File: config.mk
export PLATFORM = sky130hd
export DESIGN_NAME = ax25_hdlc_frame_encoder_unit
export DESIGN_NICKNAME = d
export VERILOG_FILES = /design/src/rtl/ax25_hdlc_pkg.sv /design/src/rtl/ax25_hdlc_ram.sv /design/src/rtl/ax25_hdlc_frame_encoder_unit.sv
export SDC_FILE = /design/constraint.sdc
export NUM_CORES = 1
export LEC_CHECK = 0
export BUFFER_PORTS_ARGS = -buffer_cell sky130_fd_sc_hd__buf_4
export CELL_PAD_IN_SITES_DETAIL_PLACEMENT = 0
export CELL_PAD_IN_SITES_GLOBAL_PLACEMENT = 1
export CORE_MARGIN = 1.5
export CORE_UTILIZATION = 30
export CTS_CLUSTER_DIAMETER = 80
export DETAILED_ROUTE_END_ITERATION = 8
export GPL_ROUTABILITY_DRIVEN = 0
export PLACE_DENSITY_LB_ADDON = 0.1
export SLEW_MARGIN = 15
export SYNTH_ARGS = -nofsm -noshare
export SYNTH_HDL_FRONTEND = slang
export SYNTH_SLANG_ARGS = --single-unit
File: constraint.sdc
create_clock -name clk -period 5.8 [get_ports clk]
set_clock_uncertainty 0.15 [all_clocks]
set_input_delay 0.58 -clock clk [delete_from_list [all_inputs] [get_ports clk]]
set_output_delay 0.58 -clock clk [all_outputs]
set_load 0.02 [all_outputs]
File: src/rtl/ax25_hdlc_pkg.sv
// ----------------------------------------------------------------------------
// AX.25 HDLC encoder package
// Shared constants, register indexes, state codes and the bit-reverse helper of the encoder.
// ----------------------------------------------------------------------------
package ax25_hdlc_pkg;

	localparam int END_FLAGS   = 5;
	localparam int MAX_RESULTS = 32;
	localparam int RES_AW      = $clog2(MAX_RESULTS);
	localparam int RES_CW      = $clog2(MAX_RESULTS + 1);
	localparam int FLAG_CW     = $clog2(END_FLAGS + 1);

	localparam int CFG_IDX_W  = 3;
	localparam int CFG_DATA_W = 48;
	localparam int CALL_W     = 48;
	localparam int SSID_W     = 4;
	localparam int LIMIT_W    = 12;

	localparam logic [CFG_IDX_W-1:0] CFG_DEST_CALL = 3'd0;
	localparam logic [CFG_IDX_W-1:0] CFG_DEST_SSID = 3'd1;
	localparam logic [CFG_IDX_W-1:0] CFG_SRC_CALL  = 3'd2;
	localparam logic [CFG_IDX_W-1:0] CFG_SRC_SSID  = 3'd3;
	localparam logic [CFG_IDX_W-1:0] CFG_CONTROL   = 3'd4;
	localparam logic [CFG_IDX_W-1:0] CFG_PID       = 3'd5;
	localparam logic [CFG_IDX_W-1:0] CFG_LIMIT     = 3'd6;

	localparam logic [7:0]         CONTROL_RESET = 8'h03;
	localparam logic [7:0]         PID_RESET     = 8'hF0;
	localparam logic [LIMIT_W-1:0] LIMIT_RESET   = 12'd330;

	localparam logic [15:0] CRC_INIT  = 16'hFFFF;
	localparam logic [15:0] CRC_POLY  = 16'h1021;
	localparam logic [7:0]  FLAG_BYTE = 8'h7E;
	localparam logic [7:0]  PAD_CHAR  = 8'h20;
	localparam logic [2:0]  STUFF_RUN = 3'd5;
	localparam logic [3:0]  BYTE_BITS = 4'd8;
	localparam logic [2:0]  BIT_TOP   = 3'd7;

	// Upper three bits of the SSID bytes: command bit and reserved bits.
	localparam logic [2:0] DEST_SSID_TOP = 3'b111;
	localparam logic [2:0] SRC_SSID_TOP  = 3'b011;

	localparam logic [3:0] HDR_DEST_SSID = 4'd6;
	localparam logic [3:0] HDR_SRC_SSID  = 4'd13;
	localparam logic [3:0] HDR_CONTROL   = 4'd14;
	localparam logic [3:0] HDR_PID       = 4'd15;

	localparam int ST_W = 4;
	localparam logic [ST_W-1:0] ST_IDLE  = 4'd0;
	localparam logic [ST_W-1:0] ST_HDR   = 4'd1;
	localparam logic [ST_W-1:0] ST_DATA  = 4'd2;
	localparam logic [ST_W-1:0] ST_CRCH  = 4'd3;
	localparam logic [ST_W-1:0] ST_CRCL  = 4'd4;
	localparam logic [ST_W-1:0] ST_FLAG  = 4'd5;
	localparam logic [ST_W-1:0] ST_PAD   = 4'd6;
	localparam logic [ST_W-1:0] ST_FIN   = 4'd7;
	localparam logic [ST_W-1:0] ST_DRAIN = 4'd8;

	function automatic logic [7:0] reverse8(input logic [7:0] v);
		logic [7:0] r;
		for (int i = 0; i < 8; i++) begin
			r[7-i] = v[i];
		end
		return r;
	endfunction

endpackage

File: src/rtl/ax25_hdlc_ram.sv
// ----------------------------------------------------------------------------
// Generic RAM
// Single write port and single read port with registered read data.
// ----------------------------------------------------------------------------
module ax25_hdlc_ram #(
	parameter int WIDTH = 8,
	parameter int DEPTH = 32,
	localparam int AW = (DEPTH > 1) ? $clog2(DEPTH) : 1
) (
	input  logic             clk,
	input  logic             wr_en,
	input  logic [AW-1:0]    wr_addr,
	input  logic [WIDTH-1:0] wr_data,
	input  logic             rd_en,
	input  logic [AW-1:0]    rd_addr,
	output logic [WIDTH-1:0] rd_data
);

	logic [WIDTH-1:0] mem_q [DEPTH];
	logic [WIDTH-1:0] rd_data_q;

	always_ff @(posedge clk) begin
		if (wr_en) begin
			mem_q[wr_addr] <= wr_data;
		end
		if (rd_en) begin
			rd_data_q <= mem_q[rd_addr];
		end
	end

	assign rd_data = rd_data_q;

endmodule

File: src/rtl/ax25_hdlc_frame_encoder_unit.sv
// ----------------------------------------------------------------------------
// AX.25 HDLC frame encoder
// Builds header, bit-stuffed payload, CRC and closing flags, packed into bytes.
// ----------------------------------------------------------------------------
//  channel   dir   handshake              payload
//  input     in    in_valid / in_ready    data_byte, byte_valid, frame_end
//  output    out   out_valid / out_ready  out_byte, out_last, truncated
//  config    in    cfg_wr_en              cfg_index, cfg_wr_data
//
// Every encoded byte goes through a limit check, then its data bits and any
// stuffed zeros one at a time, then a closing step. Opening a frame adds the
// 16 header bytes; closing adds two CRC bytes, five flags sent bit by bit, a
// pad step and a finish step. The results of an item are buffered and then
// sent byte by byte, since truncated is known only at the end of the item.
// Reset puts the block idle with no frame open; no item is taken until the
// buffered results of the previous item have all been moved to the output
// register.
module ax25_hdlc_frame_encoder_unit (
	input  logic                                 clk,
	input  logic                                 arst_n,
	input  logic                                 in_valid,
	output logic                                 in_ready,
	input  logic [7:0]                           data_byte,
	input  logic                                 byte_valid,
	input  logic                                 frame_end,
	output logic                                 out_valid,
	input  logic                                 out_ready,
	output logic [7:0]                           out_byte,
	output logic                                 out_last,
	output logic                                 truncated,
	input  logic                                 cfg_wr_en,
	input  logic [ax25_hdlc_pkg::CFG_IDX_W-1:0]  cfg_index,
	input  logic [ax25_hdlc_pkg::CFG_DATA_W-1:0] cfg_wr_data
);

	logic [ax25_hdlc_pkg::CALL_W-1:0]  dest_call_q, src_call_q;
	logic [ax25_hdlc_pkg::SSID_W-1:0]  dest_ssid_q, src_ssid_q;
	logic [7:0]                        control_q, pid_q;
	logic [ax25_hdlc_pkg::LIMIT_W-1:0] limit_q;

	logic [ax25_hdlc_pkg::ST_W-1:0]    state_q;
	logic                              item_valid_q, item_fend_q;
	logic [7:0]                        data_q;
	logic                              in_frame_q;
	logic [15:0]                       crc_q;
	logic [2:0]                        ones_q;
	logic [2:0]                        bitpos_q;
	logic [7:0]                        partial_q;
	logic [ax25_hdlc_pkg::LIMIT_W-1:0] out_cnt_q;
	logic                              dropped_q;
	logic [3:0]                        hdr_idx_q;
	logic [ax25_hdlc_pkg::CALL_W-1:0]  call_sh_q;
	logic                              pad_q;
	logic                              byte_act_q;
	logic [7:0]                        shreg_q;
	logic [3:0]                        bits_q;
	logic                              stuff_q;
	logic [ax25_hdlc_pkg::FLAG_CW-1:0] flag_cnt_q;
	logic [2:0]                        flag_bit_q;
	logic [ax25_hdlc_pkg::RES_CW-1:0]  res_n_q, rd_ptr_q;
	logic                              rd_pend_q;
	logic                              trunc_q;
	logic                              out_valid_q, out_last_q, out_trunc_q;
	logic [7:0]                        out_byte_q;

	logic                              byte_phase, crc_en, lim_hit, step_end;
	logic [ax25_hdlc_pkg::ST_W-1:0]    nxt_state;
	logic [7:0]                        char_raw, char_val, hdr_byte, byte_now;
	logic                              hdr_pad, hdr_is_char;
	logic                              adv_en, adv_bit, force_emit, emit, emit_ok, fin_fill;
	logic [7:0]                        partial_or, emit_val;
	logic                              ram_wr, ram_rd;
	logic [7:0]                        ram_wdata, ram_rdata;
	logic                              res_room, push_bit;

	always_comb begin
		char_raw    = call_sh_q[ax25_hdlc_pkg::CALL_W-1 -: 8];
		hdr_pad     = pad_q | (char_raw == 8'd0);
		char_val    = hdr_pad ? ax25_hdlc_pkg::PAD_CHAR : char_raw;
		hdr_is_char = 1'b0;
		case (hdr_idx_q)
			ax25_hdlc_pkg::HDR_DEST_SSID: begin
				hdr_byte = {ax25_hdlc_pkg::DEST_SSID_TOP, dest_ssid_q, 1'b0};
			end
			ax25_hdlc_pkg::HDR_SRC_SSID: begin
				hdr_byte = {ax25_hdlc_pkg::SRC_SSID_TOP, src_ssid_q, 1'b1};
			end
			ax25_hdlc_pkg::HDR_CONTROL: begin
				hdr_byte = control_q;
			end
			ax25_hdlc_pkg::HDR_PID: begin
				hdr_byte = pid_q;
			end
			default: begin
				hdr_byte    = {char_val[6:0], 1'b0};
				hdr_is_char = 1'b1;
			end
		endcase

		case (state_q)
			ax25_hdlc_pkg::ST_HDR:  byte_now = ax25_hdlc_pkg::reverse8(hdr_byte);
			ax25_hdlc_pkg::ST_DATA: byte_now = ax25_hdlc_pkg::reverse8(data_q);
			ax25_hdlc_pkg::ST_CRCH: byte_now = ~crc_q[15:8];
			default:                byte_now = ~crc_q[7:0];
		endcase

		byte_phase = (state_q == ax25_hdlc_pkg::ST_HDR) || (state_q == ax25_hdlc_pkg::ST_DATA) ||
			(state_q == ax25_hdlc_pkg::ST_CRCH) || (state_q == ax25_hdlc_pkg::ST_CRCL);
		crc_en     = (state_q == ax25_hdlc_pkg::ST_HDR) || (state_q == ax25_hdlc_pkg::ST_DATA);
		lim_hit    = ({1'b0, out_cnt_q} + 13'd1) >= {1'b0, limit_q};
		step_end   = byte_phase && ((!byte_act_q && lim_hit) ||
			(byte_act_q && !stuff_q && (bits_q == ax25_hdlc_pkg::BYTE_BITS)));
		push_bit   = byte_phase && byte_act_q && !stuff_q && (bits_q != ax25_hdlc_pkg::BYTE_BITS);

		case (state_q)
			ax25_hdlc_pkg::ST_HDR: begin
				if (hdr_idx_q == ax25_hdlc_pkg::HDR_PID) begin
					nxt_state = item_valid_q ? ax25_hdlc_pkg::ST_DATA : ax25_hdlc_pkg::ST_CRCH;
				end else begin
					nxt_state = ax25_hdlc_pkg::ST_HDR;
				end
			end
			ax25_hdlc_pkg::ST_DATA: begin
				nxt_state = item_fend_q ? ax25_hdlc_pkg::ST_CRCH : ax25_hdlc_pkg::ST_FIN;
			end
			ax25_hdlc_pkg::ST_CRCH: nxt_state = ax25_hdlc_pkg::ST_CRCL;
			default:                nxt_state = ax25_hdlc_pkg::ST_FLAG;
		endcase

		adv_en     = 1'b0;
		adv_bit    = 1'b0;
		force_emit = 1'b0;
		fin_fill   = 1'b0;
		if (byte_phase && byte_act_q && stuff_q) begin
			adv_en = 1'b1;
		end else if (push_bit) begin
			adv_en  = 1'b1;
			adv_bit = shreg_q[7];
		end else if (state_q == ax25_hdlc_pkg::ST_FLAG) begin
			adv_en  = 1'b1;
			adv_bit = ax25_hdlc_pkg::FLAG_BYTE[flag_bit_q];
		end else if (state_q == ax25_hdlc_pkg::ST_PAD) begin
			force_emit = (bitpos_q != ax25_hdlc_pkg::BIT_TOP);
		end else if (state_q == ax25_hdlc_pkg::ST_FIN) begin
			fin_fill = item_fend_q && (res_n_q == '0);
		end

		partial_or = partial_q | (8'(adv_bit) << bitpos_q);
		emit       = force_emit || (adv_en && (bitpos_q == 3'd0));
		emit_val   = force_emit ? partial_q : partial_or;
		emit_ok    = out_cnt_q < limit_q;
		res_room   = res_n_q < ax25_hdlc_pkg::RES_CW'(ax25_hdlc_pkg::MAX_RESULTS);
		ram_wr     = (emit && emit_ok && res_room) || fin_fill;
		ram_wdata  = fin_fill ? 8'd0 : emit_val;
		ram_rd     = (state_q == ax25_hdlc_pkg::ST_DRAIN) && !rd_pend_q &&
			(rd_ptr_q != res_n_q) && (!out_valid_q || out_ready);
	end

	ax25_hdlc_ram #(
		.WIDTH(8),
		.DEPTH(ax25_hdlc_pkg::MAX_RESULTS)
	) u_res_ram (
		.clk    (clk),
		.wr_en  (ram_wr),
		.wr_addr(res_n_q[ax25_hdlc_pkg::RES_AW-1:0]),
		.wr_data(ram_wdata),
		.rd_en  (ram_rd),
		.rd_addr(rd_ptr_q[ax25_hdlc_pkg::RES_AW-1:0]),
		.rd_data(ram_rdata)
	);

	always_ff @(posedge clk or negedge arst_n) begin
		if (!arst_n) begin
			dest_call_q  <= '0;
			src_call_q   <= '0;
			dest_ssid_q  <= '0;
			src_ssid_q   <= '0;
			control_q    <= ax25_hdlc_pkg::CONTROL_RESET;
			pid_q        <= ax25_hdlc_pkg::PID_RESET;
			limit_q      <= ax25_hdlc_pkg::LIMIT_RESET;
			state_q      <= ax25_hdlc_pkg::ST_IDLE;
			item_valid_q <= 1'b0;
			item_fend_q  <= 1'b0;
			data_q       <= '0;
			in_frame_q   <= 1'b0;
			crc_q        <= ax25_hdlc_pkg::CRC_INIT;
			ones_q       <= '0;
			bitpos_q     <= ax25_hdlc_pkg::BIT_TOP;
			partial_q    <= '0;
			out_cnt_q    <= '0;
			dropped_q    <= 1'b0;
			hdr_idx_q    <= '0;
			call_sh_q    <= '0;
			pad_q        <= 1'b0;
			byte_act_q   <= 1'b0;
			shreg_q      <= '0;
			bits_q       <= '0;
			stuff_q      <= 1'b0;
			flag_cnt_q   <= '0;
			flag_bit_q   <= '0;
			res_n_q      <= '0;
			rd_ptr_q     <= '0;
			rd_pend_q    <= 1'b0;
			trunc_q      <= 1'b0;
			out_valid_q  <= 1'b0;
			out_byte_q   <= '0;
			out_last_q   <= 1'b0;
			out_trunc_q  <= 1'b0;
		end else begin
			if (cfg_wr_en) begin
				case (cfg_index)
					ax25_hdlc_pkg::CFG_DEST_CALL: dest_call_q <= cfg_wr_data;
					ax25_hdlc_pkg::CFG_DEST_SSID: dest_ssid_q <= cfg_wr_data[ax25_hdlc_pkg::SSID_W-1:0];
					ax25_hdlc_pkg::CFG_SRC_CALL:  src_call_q  <= cfg_wr_data;
					ax25_hdlc_pkg::CFG_SRC_SSID:  src_ssid_q  <= cfg_wr_data[ax25_hdlc_pkg::SSID_W-1:0];
					ax25_hdlc_pkg::CFG_CONTROL:   control_q   <= cfg_wr_data[7:0];
					ax25_hdlc_pkg::CFG_PID:       pid_q       <= cfg_wr_data[7:0];
					ax25_hdlc_pkg::CFG_LIMIT:     limit_q     <= cfg_wr_data[ax25_hdlc_pkg::LIMIT_W-1:0];
					default: begin
					end
				endcase
			end

			if (out_valid_q && out_ready) begin
				out_valid_q <= 1'b0;
			end

			if (adv_en) begin
				if (bitpos_q == 3'd0) begin
					partial_q <= '0;
					bitpos_q  <= ax25_hdlc_pkg::BIT_TOP;
				end else begin
					partial_q <= partial_or;
					bitpos_q  <= bitpos_q - 3'd1;
				end
			end
			if (force_emit) begin
				partial_q <= '0;
				bitpos_q  <= ax25_hdlc_pkg::BIT_TOP;
			end
			if (emit) begin
				if (emit_ok) begin
					out_cnt_q <= out_cnt_q + 1'b1;
				end else begin
					dropped_q <= 1'b1;
				end
			end
			if (ram_wr) begin
				res_n_q <= res_n_q + 1'b1;
			end

			case (state_q)
				ax25_hdlc_pkg::ST_IDLE: begin
					if (in_valid && (byte_valid || frame_end)) begin
						item_valid_q <= byte_valid;
						item_fend_q  <= frame_end;
						data_q       <= data_byte;
						res_n_q      <= '0;
						byte_act_q   <= 1'b0;
						if (!in_frame_q) begin
							in_frame_q <= 1'b1;
							hdr_idx_q  <= '0;
							call_sh_q  <= dest_call_q;
							pad_q      <= 1'b0;
							state_q    <= ax25_hdlc_pkg::ST_HDR;
						end else if (byte_valid) begin
							state_q <= ax25_hdlc_pkg::ST_DATA;
						end else begin
							state_q <= ax25_hdlc_pkg::ST_CRCH;
						end
					end
				end
				ax25_hdlc_pkg::ST_HDR, ax25_hdlc_pkg::ST_DATA,
				ax25_hdlc_pkg::ST_CRCH, ax25_hdlc_pkg::ST_CRCL: begin
					if (!byte_act_q) begin
						if ((state_q == ax25_hdlc_pkg::ST_HDR) && hdr_is_char) begin
							pad_q     <= hdr_pad;
							call_sh_q <= {call_sh_q[ax25_hdlc_pkg::CALL_W-9:0], 8'd0};
						end
						if (lim_hit) begin
							dropped_q <= 1'b1;
						end else begin
							byte_act_q <= 1'b1;
							shreg_q    <= byte_now;
							bits_q     <= '0;
						end
					end else if (stuff_q) begin
						stuff_q <= 1'b0;
						ones_q  <= '0;
					end else if (bits_q == ax25_hdlc_pkg::BYTE_BITS) begin
						byte_act_q <= 1'b0;
					end else begin
						shreg_q <= {shreg_q[6:0], 1'b0};
						bits_q  <= bits_q + 4'd1;
						if (shreg_q[7]) begin
							ones_q <= ones_q + 3'd1;
							if (ones_q + 3'd1 == ax25_hdlc_pkg::STUFF_RUN) begin
								stuff_q <= 1'b1;
							end
						end else begin
							ones_q <= '0;
						end
						if (crc_en) begin
							crc_q <= {crc_q[14:0], 1'b0} ^
								((crc_q[15] ^ shreg_q[7]) ? ax25_hdlc_pkg::CRC_POLY : 16'd0);
						end
					end
					if (step_end) begin
						state_q <= nxt_state;
						if (state_q == ax25_hdlc_pkg::ST_HDR) begin
							hdr_idx_q <= hdr_idx_q + 4'd1;
							if (hdr_idx_q == ax25_hdlc_pkg::HDR_DEST_SSID) begin
								call_sh_q <= src_call_q;
								pad_q     <= 1'b0;
							end
						end
					end
				end
				ax25_hdlc_pkg::ST_FLAG: begin
					flag_bit_q <= flag_bit_q + 3'd1;
					if (flag_bit_q == ax25_hdlc_pkg::BIT_TOP) begin
						if (flag_cnt_q ==
							ax25_hdlc_pkg::FLAG_CW'(ax25_hdlc_pkg::END_FLAGS - 1)) begin
							flag_cnt_q <= '0;
							state_q    <= ax25_hdlc_pkg::ST_PAD;
						end else begin
							flag_cnt_q <= flag_cnt_q + 1'b1;
						end
					end
				end
				ax25_hdlc_pkg::ST_PAD: begin
					state_q <= ax25_hdlc_pkg::ST_FIN;
				end
				ax25_hdlc_pkg::ST_FIN: begin
					trunc_q   <= dropped_q;
					rd_ptr_q  <= '0;
					rd_pend_q <= 1'b0;
					state_q   <= ax25_hdlc_pkg::ST_DRAIN;
					if (item_fend_q) begin
						in_frame_q <= 1'b0;
						crc_q      <= ax25_hdlc_pkg::CRC_INIT;
						ones_q     <= '0;
						stuff_q    <= 1'b0;
						bitpos_q   <= ax25_hdlc_pkg::BIT_TOP;
						partial_q  <= '0;
						out_cnt_q  <= '0;
						dropped_q  <= 1'b0;
					end
				end
				ax25_hdlc_pkg::ST_DRAIN: begin
					if (rd_pend_q) begin
						rd_pend_q   <= 1'b0;
						out_valid_q <= 1'b1;
						out_byte_q  <= ram_rdata;
						out_last_q  <= item_fend_q && (rd_ptr_q == res_n_q);
						out_trunc_q <= trunc_q;
						if (rd_ptr_q == res_n_q) begin
							state_q <= ax25_hdlc_pkg::ST_IDLE;
						end
					end else if (rd_ptr_q == res_n_q) begin
						state_q <= ax25_hdlc_pkg::ST_IDLE;
					end else if (ram_rd) begin
						rd_ptr_q  <= rd_ptr_q + 1'b1;
						rd_pend_q <= 1'b1;
					end
				end
				default: begin
					state_q <= ax25_hdlc_pkg::ST_IDLE;
				end
			endcase
		end
	end

	assign in_ready  = (state_q == ax25_hdlc_pkg::ST_IDLE);
	assign out_valid = out_valid_q;
	assign out_byte  = out_byte_q;
	assign out_last  = out_last_q;
	assign truncated = out_trunc_q;

endmodule

==> impl_metrics.py <==
metrics = {
    "yosys": {
        "synth_edf_count": 264,
        "synth_commonest_cells": "264 x edfxtp_1, 259 x dfrtp_1, 135 x nand2_1",
        "seq_area_frac_synth_pct": 60.8,
        "yosysTopAreaCellShare_pct": 31.8,
        "ys_ff_latch": 552,
        "synth_mux_area_share_pct": 15.3,
        "synth_top_family_by_area": "multiplexers",
        "synth_xor_area_share_pct": 1.05,
        "netlist_area_mm2": 0.0250,
        "yosys-top-cells-area": "edfxtp_1 32%, dfrtp_1 26%, mux4_2 7.2%",
        "synth_compound_area_share_pct": 8.27,
        "yosysUniqueCellTypes": 89,
        "synthMostInstantiatedCell": "edfxtp_1",
        "synth_ff_type": "edfxtp_1",
        "yosys.area.top_type": "edfxtp_1",
        "synthSimpleGateAreaFrac_pct": 8.99,
        "postSynthCellCount": 1825,
        "synth_nets": 1936,
        "synthAdderAreaFrac_pct": 2.26,
        "yosysWarnings": 0,
        "avgSynthCellArea_um2": 13.7,
        "async_flop_share_pct": 52.2,
    },
    "timing": {
        "fin_crit_sh_pct": 78.2,
        "tns_ns": 0,
        "slew_headroom_pct": 24.4,
        "final-setup-viol-count": 0,
        "rsz0062_at_grt": "false",
        "finalWorstSetupSlack_ns": 1.26,
        "worst_slew_pin_slew_ns": 1.13,
        "max_freq_mhz": 220,
        "period_minus_slack_ns": 4.54,
        "hold_viol_final": 0,
        "finalMaxSlewViolations": 0,
    },
    "hold_path": {
        "hold_class": "in2reg",
    },
    "critical_path": {
        "start_kind": "register",
        "arrival_ns": 4.63,
        "worstSetupEndpointType": "register",
        "path_class": "reg2reg",
        "required_ns": 5.90,
        "crit_fanout": 49,
    },
    "grt": {
        "grt_max_degree": 105,
        "grt_pass1_wl_mm": 107,
        "antenna_found_initial": 2,
        "gr-total-overflow": 0,
        "grt.total_usage_pct": 16.5,
        "grt_pass1_vias": 16000,
    },
    "power_and_ir_drop": {
        "p_total_mw": 14.8,
        "pwr-share-clk_pct": 28.4,
        "peakVddDrop_v": 0.000277,
        "p_comb_share_pct": 31.7,
        "p_sw_mw": 5.34,
        "seqPwrFrac_pct": 40.0,
        "internal_power_mw": 9.47,
        "p_per_area_mw_per_mm2": 509,
        "p_sw_share_pct": 36.1,
        "leakage_nw": 11.0,
    },
    "placement": {
        "place_hpwl_mm": 44.6,
        "placed_area_mm2": 0.0267,
        "portBuffers": 77,
        "dpl_worst_slack_ns": 1.11,
    },
    "clocking": {
        "cts.clk_slew.worst_paths_ns": 0.06,
        "worst_skew_pair.late_latency_ns": 0.63,
        "cts_hold_buf": 21,
        "cts_sinks": 552,
        "cts_resized": 0,
        "clock_path_buffers": 3,
        "cts_buffers": 68,
        "postCtsSetupBuffers": 0,
        "cts_root_buf": "clkbuf_16",
        "cts_tree": "built",
        "htreeDepth": 3,
    },
    "layout": {
        "finalNetCount": 2018,
        "design_area_mm2": 0.0291,
        "nFillCells": 7910,
        "drive_gt1_share_pct": 25.4,
        "area_growth_pct": 16.6,
    },
    "route": {
        "first_iter_violations": 1052,
        "wl_per_cell_um": 22.9,
        "vias": 15200,
        "vias_per_cell": 5.03,
        "routed_wirelength_mm": 69.4,
        "drtAntennaViolNets": 0,
        "drc": 0,
        "drt_pre_antenna_iters": 5,
    },
    "floorplan": {
        "ios": 78,
        "dieArea_mm2": 0.0850,
        "die_x_um": 291,
        "initial_core_util_pct": 30.4,
        "core_area_mm2": 0.0822,
        "die_h_um": 291,
        "rows": 105,
    },
    "run": {
        "cap_violations": 0,
    },
    "run_status": {
        "status": "finished, final reports clean",
    },
}
[through the flow]
stage	instances	util, %	hold WS (ns)
floorplan	1825	-	0.134
global placement	2886	32.4	0.319
detailed placement	2886	32.4	0.322
CTS	3031	35.4	0.00128
global route	3031	35.4	0.0228
finish	3032	35.4	0.0288
[critical path: stages (launching register included)]
cell     delay (ns)
dfrtp_1        0.86
nor3_2         0.22
or3_4          0.66
o31ai_4        0.43
and4_1         0.42
a21oi_4        0.27
buf_4          0.26
nor3_1         0.90
[kinds of logic (layout without fill, tap and decap cells)]
| logic type | Yosys count | count (layout) |
|---|---|---|
| AO/OA/AOI/OAI | 314 | 314 |
| AND/OR/NAND/NOR | 415 | 415 |
| buffers and inverters | 203 | 339 |
| XOR/XNOR | 30 | 30 |
| multiplexers | 266 | 266 |
| adder cells (fa/ha/maj) | 45 | 45 |
| flip-flops | 552 | 552 |
| other | 0 | 1 |
[area by class of cell]
cell class | count | area [um2] | share of cell area (%)
clock buffers | 90 | 1820 | 6.27
inverters | 94 | 353 | 1.21
clock inverters | 34 | 368 | 1.26
well taps | 1070 | 1340 | 4.60
multi-input cells | 1070 | 9070 | 31.2
repair buffers | 121 | 981 | 3.37
diodes | 1 | 2.50 | 0.00860
flip-flops and latches | 552 | 15200 | 52.1
[metal layers]
metal / track usage, % / routed length [um]
met1: 22.7 / 32300
met2: 26.7 / 33100
met3: 2.18 / 1920
met4: 5.55 / 2050
met5: 0 / 11
[sequential cells by signal, indices dropped and copies added (netlist names), 4 cells and up]
name,count
data_q,8
state_q,4
partial_q,8
dest_call_q,48
dest_ssid_q,4
u_res_ram.mem_q,256
limit_q,12
call_sh_q,48
hdr_idx_q,4
src_ssid_q,4
out_cnt_q,12
control_q,8
bits_q,4
shreg_q,8
res_n_q,6
crc_q,16
u_res_ram.rd_data,8
out_byte,8
pid_q,8
rd_ptr_q,6
src_call_q,48
[worst paths after layout]
| path | from | slack (ns) | depth (start not counted) | endpoint |
|---|---|---|---|---|
| max | state_q[0] | 1.26 | 7 | u_res_ram.mem_q[19][1] |
| min | cfg_wr_data[17] | 0.03 | 3 | src_call_q[17] |
| max reg2reg | state_q[0] | 1.26 | 7 | u_res_ram.mem_q[19][1] |
| min reg2reg | crc_q[6] | 0.33 | 2 | crc_q[6] |
| max in group asynchronous | arst_n | 3.72 | 3 | limit_q[0] |
| min in group asynchronous | arst_n | 0.42 | 2 | src_call_q[33] |
[power groups by stage]
stage          sequential, mW  combinational [mW]  clock [mW]
5_1_grt                  6.05                5.18        4.47
3_3_place_gp             6.00                4.71           0
4_1_cts                  5.94                4.78        4.32
3_5_place_dp             6.01                4.76           0
2_1_floorplan            5.56                3.44           0
6_report                 5.92                4.69        4.20
[layout by cell type, fill, tap and decap left out, types with 10 or more instances in the layout]
| master | Yosys | routed |
|---|---|---|
| a21oi_1 | 87 | 87 |
| a32oi_1 | 10 | 10 |
| and3_1 | 44 | 44 |
| buf_4 | 3 | 98 |
| clkbuf_1 | 70 | 18 |
| clkbuf_16 | 0 | 68 |
| clkinv_2 | 0 | 14 |
| dfrtp_1 | 259 | 257 |
| dfstp_2 | 29 | 29 |
| dlygate4sd3_1 | 0 | 21 |
| edfxtp_1 | 264 | 264 |
| ha_1 | 45 | 45 |
| inv_1 | 93 | 93 |
| mux2_2 | 125 | 125 |
| mux2i_1 | 60 | 60 |
| mux4_2 | 80 | 80 |
| nand2_1 | 135 | 135 |
| nand2b_1 | 14 | 14 |
| nand3_1 | 25 | 25 |
| nand4_1 | 11 | 11 |
| nor2_1 | 74 | 65 |
| nor2_4 | 1 | 10 |
| nor2b_1 | 15 | 15 |
| nor3_1 | 20 | 15 |
| nor3b_2 | 22 | 25 |
| o21ai_0 | 88 | 88 |
| o221ai_1 | 42 | 42 |
| or3_1 | 11 | 11 |
| xnor2_1 | 15 | 15 |
| xor2_1 | 15 | 15 |
Note: power is estimated with default switching activity, not from simulation.
